--- src/rtl/core/chacha_stream_cipher_macros.svh ---
// Assertion macros shared by the cipher core modules.
// Needs a clock named clk and an active-low reset named rst_n in scope.
`ifndef CHACHA_STREAM_CIPHER_MACROS_SVH
`define CHACHA_STREAM_CIPHER_MACROS_SVH

// Checks that an expression holds at every clock edge outside reset.
`define CC_CHECK(lbl, expr, msg) \
  lbl: assert property (@(posedge clk) disable iff (!rst_n) (expr)) else $error(msg);

// Checks that a condition is followed in the next cycle by another.
`define CC_CHECK_NEXT(lbl, ante, cons, msg) \
  lbl: assert property (@(posedge clk) disable iff (!rst_n) (ante) |=> (cons)) else $error(msg);

`endif

--- src/rtl/core/cc_pkg.sv ---
// Shared types, constants and the block input builder for the ChaCha cipher.
// No dependencies.
package cc_pkg;

  localparam int unsigned DefRounds     = 20;
  localparam int unsigned DefCtrWords   = 2;
  localparam int unsigned DefQueueDepth = 2;

  localparam logic [31:0] SIGMA0 = 32'h61707865;
  localparam logic [31:0] SIGMA1 = 32'h3320646e;
  localparam logic [31:0] SIGMA2 = 32'h79622d32;
  localparam logic [31:0] SIGMA3 = 32'h6b206574;
  localparam logic [31:0] TAU1   = 32'h3120646e;
  localparam logic [31:0] TAU2   = 32'h79622d36;

  typedef enum logic [2:0] {
    REG_KEY01     = 3'd0,
    REG_KEY23     = 3'd1,
    REG_KEY45     = 3'd2,
    REG_KEY67     = 3'd3,
    REG_KEY_128   = 3'd4,
    REG_NONCE     = 3'd5,
    REG_START_BLK = 3'd6,
    REG_START_BYT = 3'd7
  } cc_reg_t;

  typedef logic [15:0][31:0] cc_words_t;

  typedef struct packed {
    logic [63:0] key01;
    logic [63:0] key23;
    logic [63:0] key45;
    logic [63:0] key67;
    logic        key_is_128;
    logic [63:0] nonce;
    logic [63:0] start_block;
    logic [5:0]  start_byte;
  } cc_cfg_t;

  typedef struct packed {
    logic [7:0] data;
    logic       first;
  } cc_item_t;

  typedef struct packed {
    logic busy;
    logic done;
  } cc_core_st_t;

  // Builds the sixteen-word block input from the key, counter and nonce.
  function automatic cc_words_t cc_build_init(cc_cfg_t cfg, logic [63:0] ctr,
                                              logic [63:0] upper);
    cc_words_t w;
    w[0]  = SIGMA0;
    w[1]  = cfg.key_is_128 ? TAU1 : SIGMA1;
    w[2]  = cfg.key_is_128 ? TAU2 : SIGMA2;
    w[3]  = SIGMA3;
    w[4]  = cfg.key01[31:0];
    w[5]  = cfg.key01[63:32];
    w[6]  = cfg.key23[31:0];
    w[7]  = cfg.key23[63:32];
    w[8]  = cfg.key_is_128 ? cfg.key01[31:0]  : cfg.key45[31:0];
    w[9]  = cfg.key_is_128 ? cfg.key01[63:32] : cfg.key45[63:32];
    w[10] = cfg.key_is_128 ? cfg.key23[31:0]  : cfg.key67[31:0];
    w[11] = cfg.key_is_128 ? cfg.key23[63:32] : cfg.key67[63:32];
    w[12] = ctr[31:0];
    w[13] = ctr[63:32];
    w[14] = upper[31:0];
    w[15] = upper[63:32];
    return w;
  endfunction

endpackage

--- src/rtl/core/cc_front.sv ---
// Front end: accepts input transactions into a short queue for the back end.
// Depends on cc_pkg.
module cc_front
  import cc_pkg::*;
#(
  parameter int unsigned QUEUE_DEPTH = DefQueueDepth
) (
  input  logic     clk,
  input  logic     rst_n,
  input  logic     in_valid,
  output logic     in_ready,
  input  cc_item_t in_item,
  output logic     head_valid,
  output cc_item_t head_item,
  input  logic     pop
);

  localparam int unsigned PtrW = (QUEUE_DEPTH > 1) ? $clog2(QUEUE_DEPTH) : 1;
  localparam int unsigned CntW = $clog2(QUEUE_DEPTH + 1);

  cc_item_t            mem_r [QUEUE_DEPTH];
  logic [PtrW-1:0]     wr_ptr_r, wr_ptr_nxt;
  logic [PtrW-1:0]     rd_ptr_r, rd_ptr_nxt;
  logic [CntW-1:0]     cnt_r, cnt_nxt;
  logic                push;

  assign in_ready   = (cnt_r != CntW'(QUEUE_DEPTH));
  assign push       = in_valid && in_ready;
  assign head_valid = (cnt_r != '0);
  assign head_item  = mem_r[rd_ptr_r];

  always_comb begin
    wr_ptr_nxt = wr_ptr_r;
    rd_ptr_nxt = rd_ptr_r;
    cnt_nxt    = cnt_r;
    if (push) begin
      wr_ptr_nxt = (wr_ptr_r == PtrW'(QUEUE_DEPTH - 1)) ? '0 : wr_ptr_r + 1'b1;
    end
    if (pop) begin
      rd_ptr_nxt = (rd_ptr_r == PtrW'(QUEUE_DEPTH - 1)) ? '0 : rd_ptr_r + 1'b1;
    end
    if (push && !pop) begin
      cnt_nxt = cnt_r + 1'b1;
    end else if (pop && !push) begin
      cnt_nxt = cnt_r - 1'b1;
    end
  end

  always_ff @(posedge clk) begin
    if (!rst_n) begin
      wr_ptr_r <= '0;
      rd_ptr_r <= '0;
      cnt_r    <= '0;
    end else begin
      wr_ptr_r <= wr_ptr_nxt;
      rd_ptr_r <= rd_ptr_nxt;
      cnt_r    <= cnt_nxt;
    end
  end

  always_ff @(posedge clk) begin
    if (push) begin
      mem_r[wr_ptr_r] <= in_item;
    end
  end

endmodule

--- config.mk ---
export PLATFORM = sky130hd
export DESIGN_NAME = cc_front
export DESIGN_NICKNAME = d
export VERILOG_FILES = /design/src/rtl/core/chacha_stream_cipher_macros.svh /design/src/rtl/core/cc_pkg.sv /design/src/rtl/core/cc_front.sv
export SDC_FILE = /design/constraint.sdc
export NUM_CORES = 1
export LEC_CHECK = 0
export BUFFER_PORTS_ARGS = -buffer_cell sky130_fd_sc_hd__buf_2
export CAP_MARGIN = 20
export CORE_MARGIN = 3
export CORE_UTILIZATION = 49
export CTS_CLUSTER_SIZE = 10
export DETAILED_ROUTE_END_ITERATION = 10
export PLACE_DENSITY = 0.75
export SYNTH_ARGS = -nofsm -noshare
export SYNTH_HDL_FRONTEND = slang
export SYNTH_SLANG_ARGS = --single-unit
--- constraint.sdc ---
create_clock -name clk -period 1.58 [get_ports clk]
set_input_delay 0.237 -clock clk [delete_from_list [all_inputs] [get_ports clk]]
set_output_delay 0.237 -clock clk [all_outputs]
set_load 0.05 [all_outputs]
Yosys cells after proc, flatten, opt, wreduce, memory -nomap -nowiden. Memory sizes are Yosys's and may differ from the RTL's. A register that Yosys moved wholly into a read port is not among the register bits. Index checks and enable logic that the tools add are counted.

Bits of input ports: 13. Memories kept: 1. RAM bits: 18. Register bits after elaboration: 4. Word-level logic and storage cells: 24. Memory bits (read-only): 0. Output and inout port bits: 11. Latch bits: 0.

Memory list: mem_r (words 2, bits a word 9, rd ports 1, clocked after Yosys merged registers in 1, wr ports 1, RTL line cc_front.sv:21) `cc_item_t mem_r [QUEUE_DEPTH];`.

Divide/modulo/power cells: 0. Muxes and demuxes: 8. Shifts and indexed selects: 0. Eq/ne operators: 1. Magnitude comparators: 0. Multipliers: 0. Reductions and logical operators: 7. Add/sub/neg operators: 4. Bitwise logic cells: 0.

Operators by type and width (number): $mux 1 (6); $mux 2 (2); $reduce_bool 2->1 (2); $logic_and 1x1->1 (3); $add 1x1->1 const B (2); $add 2x1->2 const B (1); $logic_not 1->1 (2); $ne 2x2->1 const B (1); $sub 2x1->2 const B (1).

Depth between registers and ports, before layout. Gate-level depths: netlist of the first run.

Depth in word-level cells: 6. Gate-level depth with buffers: 6. Mapped depth without buffers: 6.

Worst setup path after synthesis of the first run. No wires, ideal clock.

Path type: flip-flop to flip-flop. From: register cnt_r[0]. To: register cnt_r[1]. Path buffers: 0. Stages on the path, launching flop included: 6. Arrival time: 1499 ps. Path slack: 12 ps. Setup time: 70 ps. Period minus slack after synthesis: 1568 ps. Data required time: 1510 ps. Path through: dfxtp_1 -> nand2b_4 -> and2_1 -> ha_1 -> or3_1 -> a21boi_1.

Longest elaborated chain between the ends: 5. Elaborated cells on any way between the ends: 10. Those cells by class: 2 x add/sub; 1 x eq/ne; 2 x mux; 5 x reduce/logical.

RTL lines: start, declared (RTL line cc_front.sv:24) `logic [CntW-1:0] cnt_r, cnt_nxt;`; start signal, assigned (RTL line cc_front.sv:57) `cnt_r <= cnt_nxt;`; $ne 2x2->1 (*) (RTL line cc_front.sv:27) `assign in_ready = (cnt_r != CntW'(QUEUE_DEPTH));`; net in_ready (RTL line cc_front.sv:11) `output logic in_ready,`; $logic_and 1x1->1 (*) (RTL line cc_front.sv:28) `assign push = in_valid && in_ready;`; $logic_not 1->1 (RTL line cc_front.sv:44) `end else if (pop && !push) begin`; $logic_and 1x1->1 (RTL line cc_front.sv:44); $reduce_bool 2->1 (no line).

Mark *: on every way through the listed nets, which the timed path passes. The rest lies on a longest branch. The select of a mux whose other input is x is not followed. A chain may end at the register's enable or synchronous reset.

==> results of run 1 <==
routing by layer:
layer	wire length [um]	GRT usage (%)	part of all wire, %	vias up
li1	-	-	-	247
met1	538	13.3	42	236
met2	649	20.4	50	16
met3	69	3.68	5.3	4
met4	36	8.53	2.8	0
met5	0	0	0	-
cell usage after synthesis:
cell type,instances,area share (%)
a21boi_1,1,0.85
edfxtp_1,18,61
inv_1,2,0.85
buf_2,1,0.56
xnor2_1,1,0.99
a21bo_2,1,1.1
or3_1,1,0.70
o21ai_0,1,0.56
ha_1,1,1.4
xor2_1,2,2.0
dfxtp_1,5,11
a21boi_0,1,0.85
mux2_2,9,11
nand2b_4,1,1.5
and2_1,4,2.8
and3_1,1,0.70
or2_2,1,0.70
nand3b_1,1,0.85
worst paths after layout:
kind / start / to
min: in_item[3] / mem_r[0][3]
max reg2reg: cnt_r[0] / cnt_r[1]
min reg2reg: cnt_r[1] / cnt_r[1]
max: flop / head_item[1]
cell families (layout without fill, tap and decap cells):
logic type | count (synthesis) | count (layout) | share of synthesized area (%)
AOI/OAI and AO/OA | 4 | 4 | 3.38
xor gates and xnor gates | 3 | 3 | 2.96
adders and majority gates | 1 | 1 | 1.41
buffers and inverters | 3 | 31 | 1.41
DFF | 23 | 23 | 72.1
muxes | 9 | 9 | 11.4
and+or+nand+nor | 9 | 9 | 7.32
placed cells by master, fill, tap and decap left out:
| cell type | Yosys | routed |
|---|---|---|
| buf_6 | 0 | 10 |
| xnor2_1 | 1 | 1 |
| buf_2 | 1 | 14 |
| dfxtp_4 | 0 | 1 |
| ha_4 | 0 | 1 |
| and3_1 | 1 | 1 |
| a21boi_1 | 1 | 1 |
| or2_2 | 1 | 1 |
| edfxtp_1 | 18 | 18 |
| nand3b_1 | 1 | 1 |
| and2_1 | 4 | 4 |
| or3_1 | 1 | 1 |
| inv_1 | 2 | 2 |
| a21boi_0 | 1 | 1 |
| mux2_2 | 9 | 9 |
| clkbuf_1 | 0 | 1 |
| buf_4 | 0 | 1 |
| dfxtp_2 | 0 | 2 |
| o21ai_0 | 1 | 1 |
| a21bo_2 | 1 | 1 |
| xor2_1 | 2 | 2 |
| clkbuf_4 | 0 | 3 |
| dfxtp_1 | 5 | 2 |
| nand2b_4 | 1 | 1 |
cell type report:
cell class	instances	area share, %
sequential	23	56.3
multi-input combinational	26	21.6
clock buffer	4	2.29
inverter	2	0.654
timing repair buffer	25	16.6
tap	24	2.61
metrics by stage:
step	area (um2)	power, mW	hold slack [ns]	TNS [ns]	utilization (%)
finish	1150	1.48	0.128	0	71.3
global route	1150	1.56	0.109	-0.00173	71.3
CTS	1090	1.46	0.115	0	67.5
detailed placement	1040	1.19	0.428	0	64.3
global placement	1040	1.18	0.425	0	64.3
floorplan	888	1.09	0.336	0	-
where the power goes:
part           internal (mW)  switching [mW]
logic                  0.186           0.290
clock network         0.0981           0.145
registers              0.733          0.0299
flip-flops by register name, summed over array words and instances, names as in the netlist, named ones only:
register and cells:
cnt_r 2, mem_r 18, rd_ptr_r 1, wr_ptr_r 1
repair_timing:
| action | in CTS | in global routing |
|---|---|---|
| pin swaps | 0 | 0 |
| gates resized for setup | 10 | 15 |
| cloned | 0 | 1 |
| setup buffers | 0 | 0 |
| endpoints found under the hold margin | 0 | 0 |
| setup endpoints to repair | 9 | 10 |
==> metrics.md, run 1 <==
| Metric | Value |
|---|---|
| Hold crit path type | in2reg |
| DRC errors left | 0 |
| Share of layout cells above drive strength 1 | between 50 and 60% |
| FMAX | about 0.66 GHz |
| Final Hold Viols | 0 |
| Largest delay contributor family on the critical path | flip-flops |
| Drt first pass iters | 4 |
| Max IR drop VDD | 927 uV |
| Setup-failing EPs final | 0 |
| PD cells | 1290 nW/um2 |
| Gr usage total | 12.2% |
| # rows | 14 |
| Final std cells w/o fill | about 100 |
| Io pins | 24 |
| Min Tclk post-route | ~1.5 ns |
| Slowest-stage cell, CP | dfxtp_2 |
| Synthesized area | a little under 900 um2 |
| DP Cell Count | 99 |
| DP HPWL | just under 900 um |
| Synth Instances | 52 |
| First-pass GRT wire length | between 2000 and 2500 um |
| Critical Path End Type | output port |
| Clock buffer depth | 2 |
| Die width | ~50 um |
| Ant. Diodes | 0 |
| Largest net degree at the start of global routing | 13 |
| Pre-CTS setup slack | approximately 0.056 ns |
| Crit path required time | 1.34 ns |
| DIE AREA | ~2400 um2 |
| Worst reg-to-reg path cell count | 6 |
| Yosys warns | 0 |
| Chip Height | slightly below 50 um |
| DR WL/cell | approximately 12 um |
| Worst Path Buf+Inv | 2 |
| Final GP Congestion | 0.723 |
| Core area | 1610 um2 |
| Final setup margin | around 0.069 ns |
| CP peak stage delay | roughly 0.36 ns |
| Max-cap viol count | 0 |
| GRT overflow | 0 |
| Worst hold path depth | 1 |
| Worst path cell trace | buf_4, mux2_2, buf_6 |
| Antenna-violating nets left | 0 |
| Starting Density | a little under three fifths |
| Clk sink count | 23 |
| Sequential-to-total area share from yosys stat | just over 70% |
| Worst slew margin | between 70% and 80% |
| Clock-pin slew on the worst setup and hold paths | about 0.11 ns |
| Static Leak | approximately 0.45 nW |
| Register Area | 647 um2 |
| Skew-Pair Late Insertion Delay | between 0.2 and 0.3 ns |
| Root Driver | clkbuf_4 |
| WP depth | 3 |
| CP Launch Type | flop |
| Num CTS Buffers | 3 |
| Initial antenna violation count | 0 |
| DRT iter0 DRCs | 6 |
| Port Buf Inserts | 23 |
| Syn-to-layout area delta | 29.3% |
| Nets@finish | between 90 and 100 |
| CTS Hold Buffers Added | 0 |
| Crit path DAT | around 1.3 ns |
| Worst-margin pin slew | roughly 0.43 ns |
| Area of the multi-input gates | approximately 250 um2 |
| Synthesis-stage register bit count | 23 |
| Critical path peak fanout | 4 |
| Final Skew | about 0.0042 ns |
| CTS tree | built |
| Slew Limit Fails | 0 |
| Vias per inst | between 4 and 5 |
| Synth Area per Inst | 17.1 um2 |
| Status | completed |
| Fill cells | roughly 130 |
| Drt total wl | around 1300 um |
| Vias | about 500 |
| R2R setup slack | roughly 0.080 ns |
| Mapped Nets | 66 |
| Post-synthesis cell type count | 18 |
| Final Cycle Share | between 90% and 100% |
| CTS H-tree lvls | 1 |
| WS Path Type | reg2out |
| Vias in the first global route | 493 |
Power figures use the tool's default switching activity.
==> run 2: changes to the inputs <==
--- a/config.mk
+++ b/config.mk
@@ -12,6 +12,7 @@
 export CTS_CLUSTER_SIZE = 10
 export DETAILED_ROUTE_END_ITERATION = 10
 export PLACE_DENSITY = 0.75
+export RECOVER_POWER = 100
 export SYNTH_ARGS = -nofsm -noshare
 export SYNTH_HDL_FRONTEND = slang
 export SYNTH_SLANG_ARGS = --single-unit
==> run 2 against run 1 <==
Non-clock buffer count unchanged. Setup slack hardly changed. Wire length is 0.23% lower. Via count fell by 0.60%. Maximum frequency hardly changed. Cell area is 0.33% lower. Power fell by 0.11%. Cell count unchanged. First-iteration DRC count did not move. Hold slack is essentially flat. Core utilization shrank 0.23 points.
==> metrics.md, run 2 (same netlist as run 1, synthesis figures left out) <==
| Metric | Value |
|---|---|
| Status | completed |
| Syn-to-layout area delta | 28.9% |
| CTS H-tree lvls | 1 |
| Share of layout cells above drive strength 1 | around 50% |
| Pint | ~1.0 mW |
| Vias | 500 |
| Register Area | between 600 and 700 um2 |
| Final Hold Viols | 0 |
| Worst reg2reg path endpoint | cnt_r[1] |
| Slew Limit Fails | 0 |
| Static Leak | ~0.44 nW |
| FMAX | approximately 0.66 GHz |
| Commonest non-fill, non-tap cell in the layout | edfxtp_1 |
| PnR Total Power | roughly 1.5 mW |
| First-pass GRT wire length | approximately 2100 um |
| Die width | 48.6 um |
| Worst Path Buf+Inv | 2 |
| DR WL/cell | between 10 and 15 um |
| Final GP Congestion | 0.723 |
| Slowest-stage cell, CP | dfxtp_2 |
| # rows | 14 |
| Nets@finish | 95 |
| Fin area | about 1100 um2 |
| Largest delay contributor family on the critical path | flip-flops |
| CP Launch Type | flop |
| Root Driver | clkbuf_4 |
| Clock Power Share | 16.4% |
| Skew-Pair Late Insertion Delay | between 0.2 and 0.3 ns |
| Core area | between 1500 and 2000 um2 |
| Worst slew margin | roughly 72% |
| Crit path required time | ~1.3 ns |
| Clk sink count | 23 |
| Worst reg-to-reg path cell count | 6 |
| Final Cycle Share | between 90 and 100% |
| Largest net degree at the start of global routing | 13 |
| Io pins | 24 |
| Initial antenna violation count | 0 |
| Num CTS Buffers | 3 |
| Most frequent cells in the layout | edfxtp_1, buf_6, mux2_2, buf_2, clkbuf_1 |
| Hold Path End | mem_r[0][3] |
| Placed Area | 1040 um2 |
| WS Path Type | reg2out |
| Clock-pin slew on the worst setup and hold paths | between 0.1 and 0.15 ns |
| PD cells | 1290 nW/um2 |
| Worst-margin pin slew | 0.413 ns |
| Antenna-violating nets left | 0 |
| Critical path peak fanout | 4 |
| Vias per inst | just under 5 |
| Crit path DAT | 1.27 ns |
| Hold crit path type | in2reg |
| Sw frac | between 30% and 40% |
| Setup-failing EPs final | 0 |
| Final std cells w/o fill | 104 |
| Area of the multi-input gates | 248 um2 |
| Drt first pass iters | 4 |
| DP Cell Count | 99 |
| Critical Path End Type | output port |
| Port Buf Inserts | 23 |
| Starting Density | 55.1% |
| Biggest register | mem_r |
| Combinational share of power | 32.1% |
| Sequential Power Share | between 50% and 60% |
| Final Skew | about 0.0041 ns |
| Final Util | a little under three quarters |
| GRT overflow | 0 |
| Gr usage total | 12.2% |
| CTS tree | built |
| Ant. Diodes | 0 |
| Chip Height | 48.6 um |
| Min Tclk post-route | approximately 1.5 ns |
| Worst path cell trace | buf_4, mux2_2, buf_6 |
| Worst hold path depth | 1 |
| Sw power | 466 uW |
| Max reg flops | 18 |
| Clock buffer depth | 2 |
| Fill cells | approximately 130 |
| CTS Hold Buffers Added | 0 |
| DRT iter0 DRCs | 6 |
| DIE AREA | roughly 2400 um2 |
| DP HPWL | about 890 um |
| CP peak stage delay | 0.36 ns |
| Max-cap viol count | 0 |
| Drt total wl | between 1000 and 1500 um |
| Vias in the first global route | a little under 500 |
| Worst hold start | in_item[3] |
| R2R setup slack | around 0.069 ns |
| RR Startpoint | cnt_r[0] |
| Number of post-CTS setup repair buffers | 0 |
| Max IR drop VDD | 925 uV |
| DRC errors left | 0 |
| Biggest regs | mem_r: 18 flops, cnt_r: 2 flops |
## run 2: worst max path at each step
stage	start	end	slack (ns)	depth (start not counted)
floorplan	cnt_r[0]	cnt_r[1]	0.01	5
global placement	cnt_r[0]	cnt_r[1]	0.11	5
detailed placement	cnt_r[0]	cnt_r[1]	0.06	5
CTS	flop	head_item[7]	0.01	3
global route	flop	head_item[1]	-0.002	3
finish	flop	head_item[1]	0.07	3
## run 2: repair_timing
item / CTS / global route
gates cloned: 0 / 1
gates resized for setup: 10 / 15
endpoints found under the setup margin: 9 / 10
## run 2: through the flow
stage          TNS (ns)  setup slack [ns]  hold slack (ns)
2_1_floorplan         0            0.0115            0.336
3_3_place_gp          0             0.108            0.425
6_report              0            0.0686            0.128
4_1_cts               0            0.0119            0.115
5_1_grt        -0.00173          -0.00173            0.109
3_5_place_dp          0            0.0560            0.428
## run 2: layer usage
layer / vias to the layer above / share of wire (%) / GRT usage [%]
li1: 247 / - / -
met1: 235 / 41 / 13.3
met2: 14 / 50 / 20.4
met3: 4 / 5.3 / 3.68
met4: 0 / 2.8 / 8.53
met5: - / 0 / 0
## run 2: layout make-up
cell class / count / share of cell area [%]
clock buffer: 4 / 2.30
inverter: 2 / 0.656
multi-input combinational: 26 / 21.6
sequential: 23 / 56.5
tap: 24 / 2.62
timing repair buffer: 25 / 16.3
## run 2: power by group through the flow
stage          clock network, mW  logic (mW)  registers (mW)
6_report                   0.244       0.475           0.763
3_3_place_gp                   0       0.412           0.766
4_1_cts                    0.256       0.441           0.757
3_5_place_dp                   0       0.415           0.771
5_1_grt                    0.280       0.505           0.775
2_1_floorplan                  0       0.331           0.763
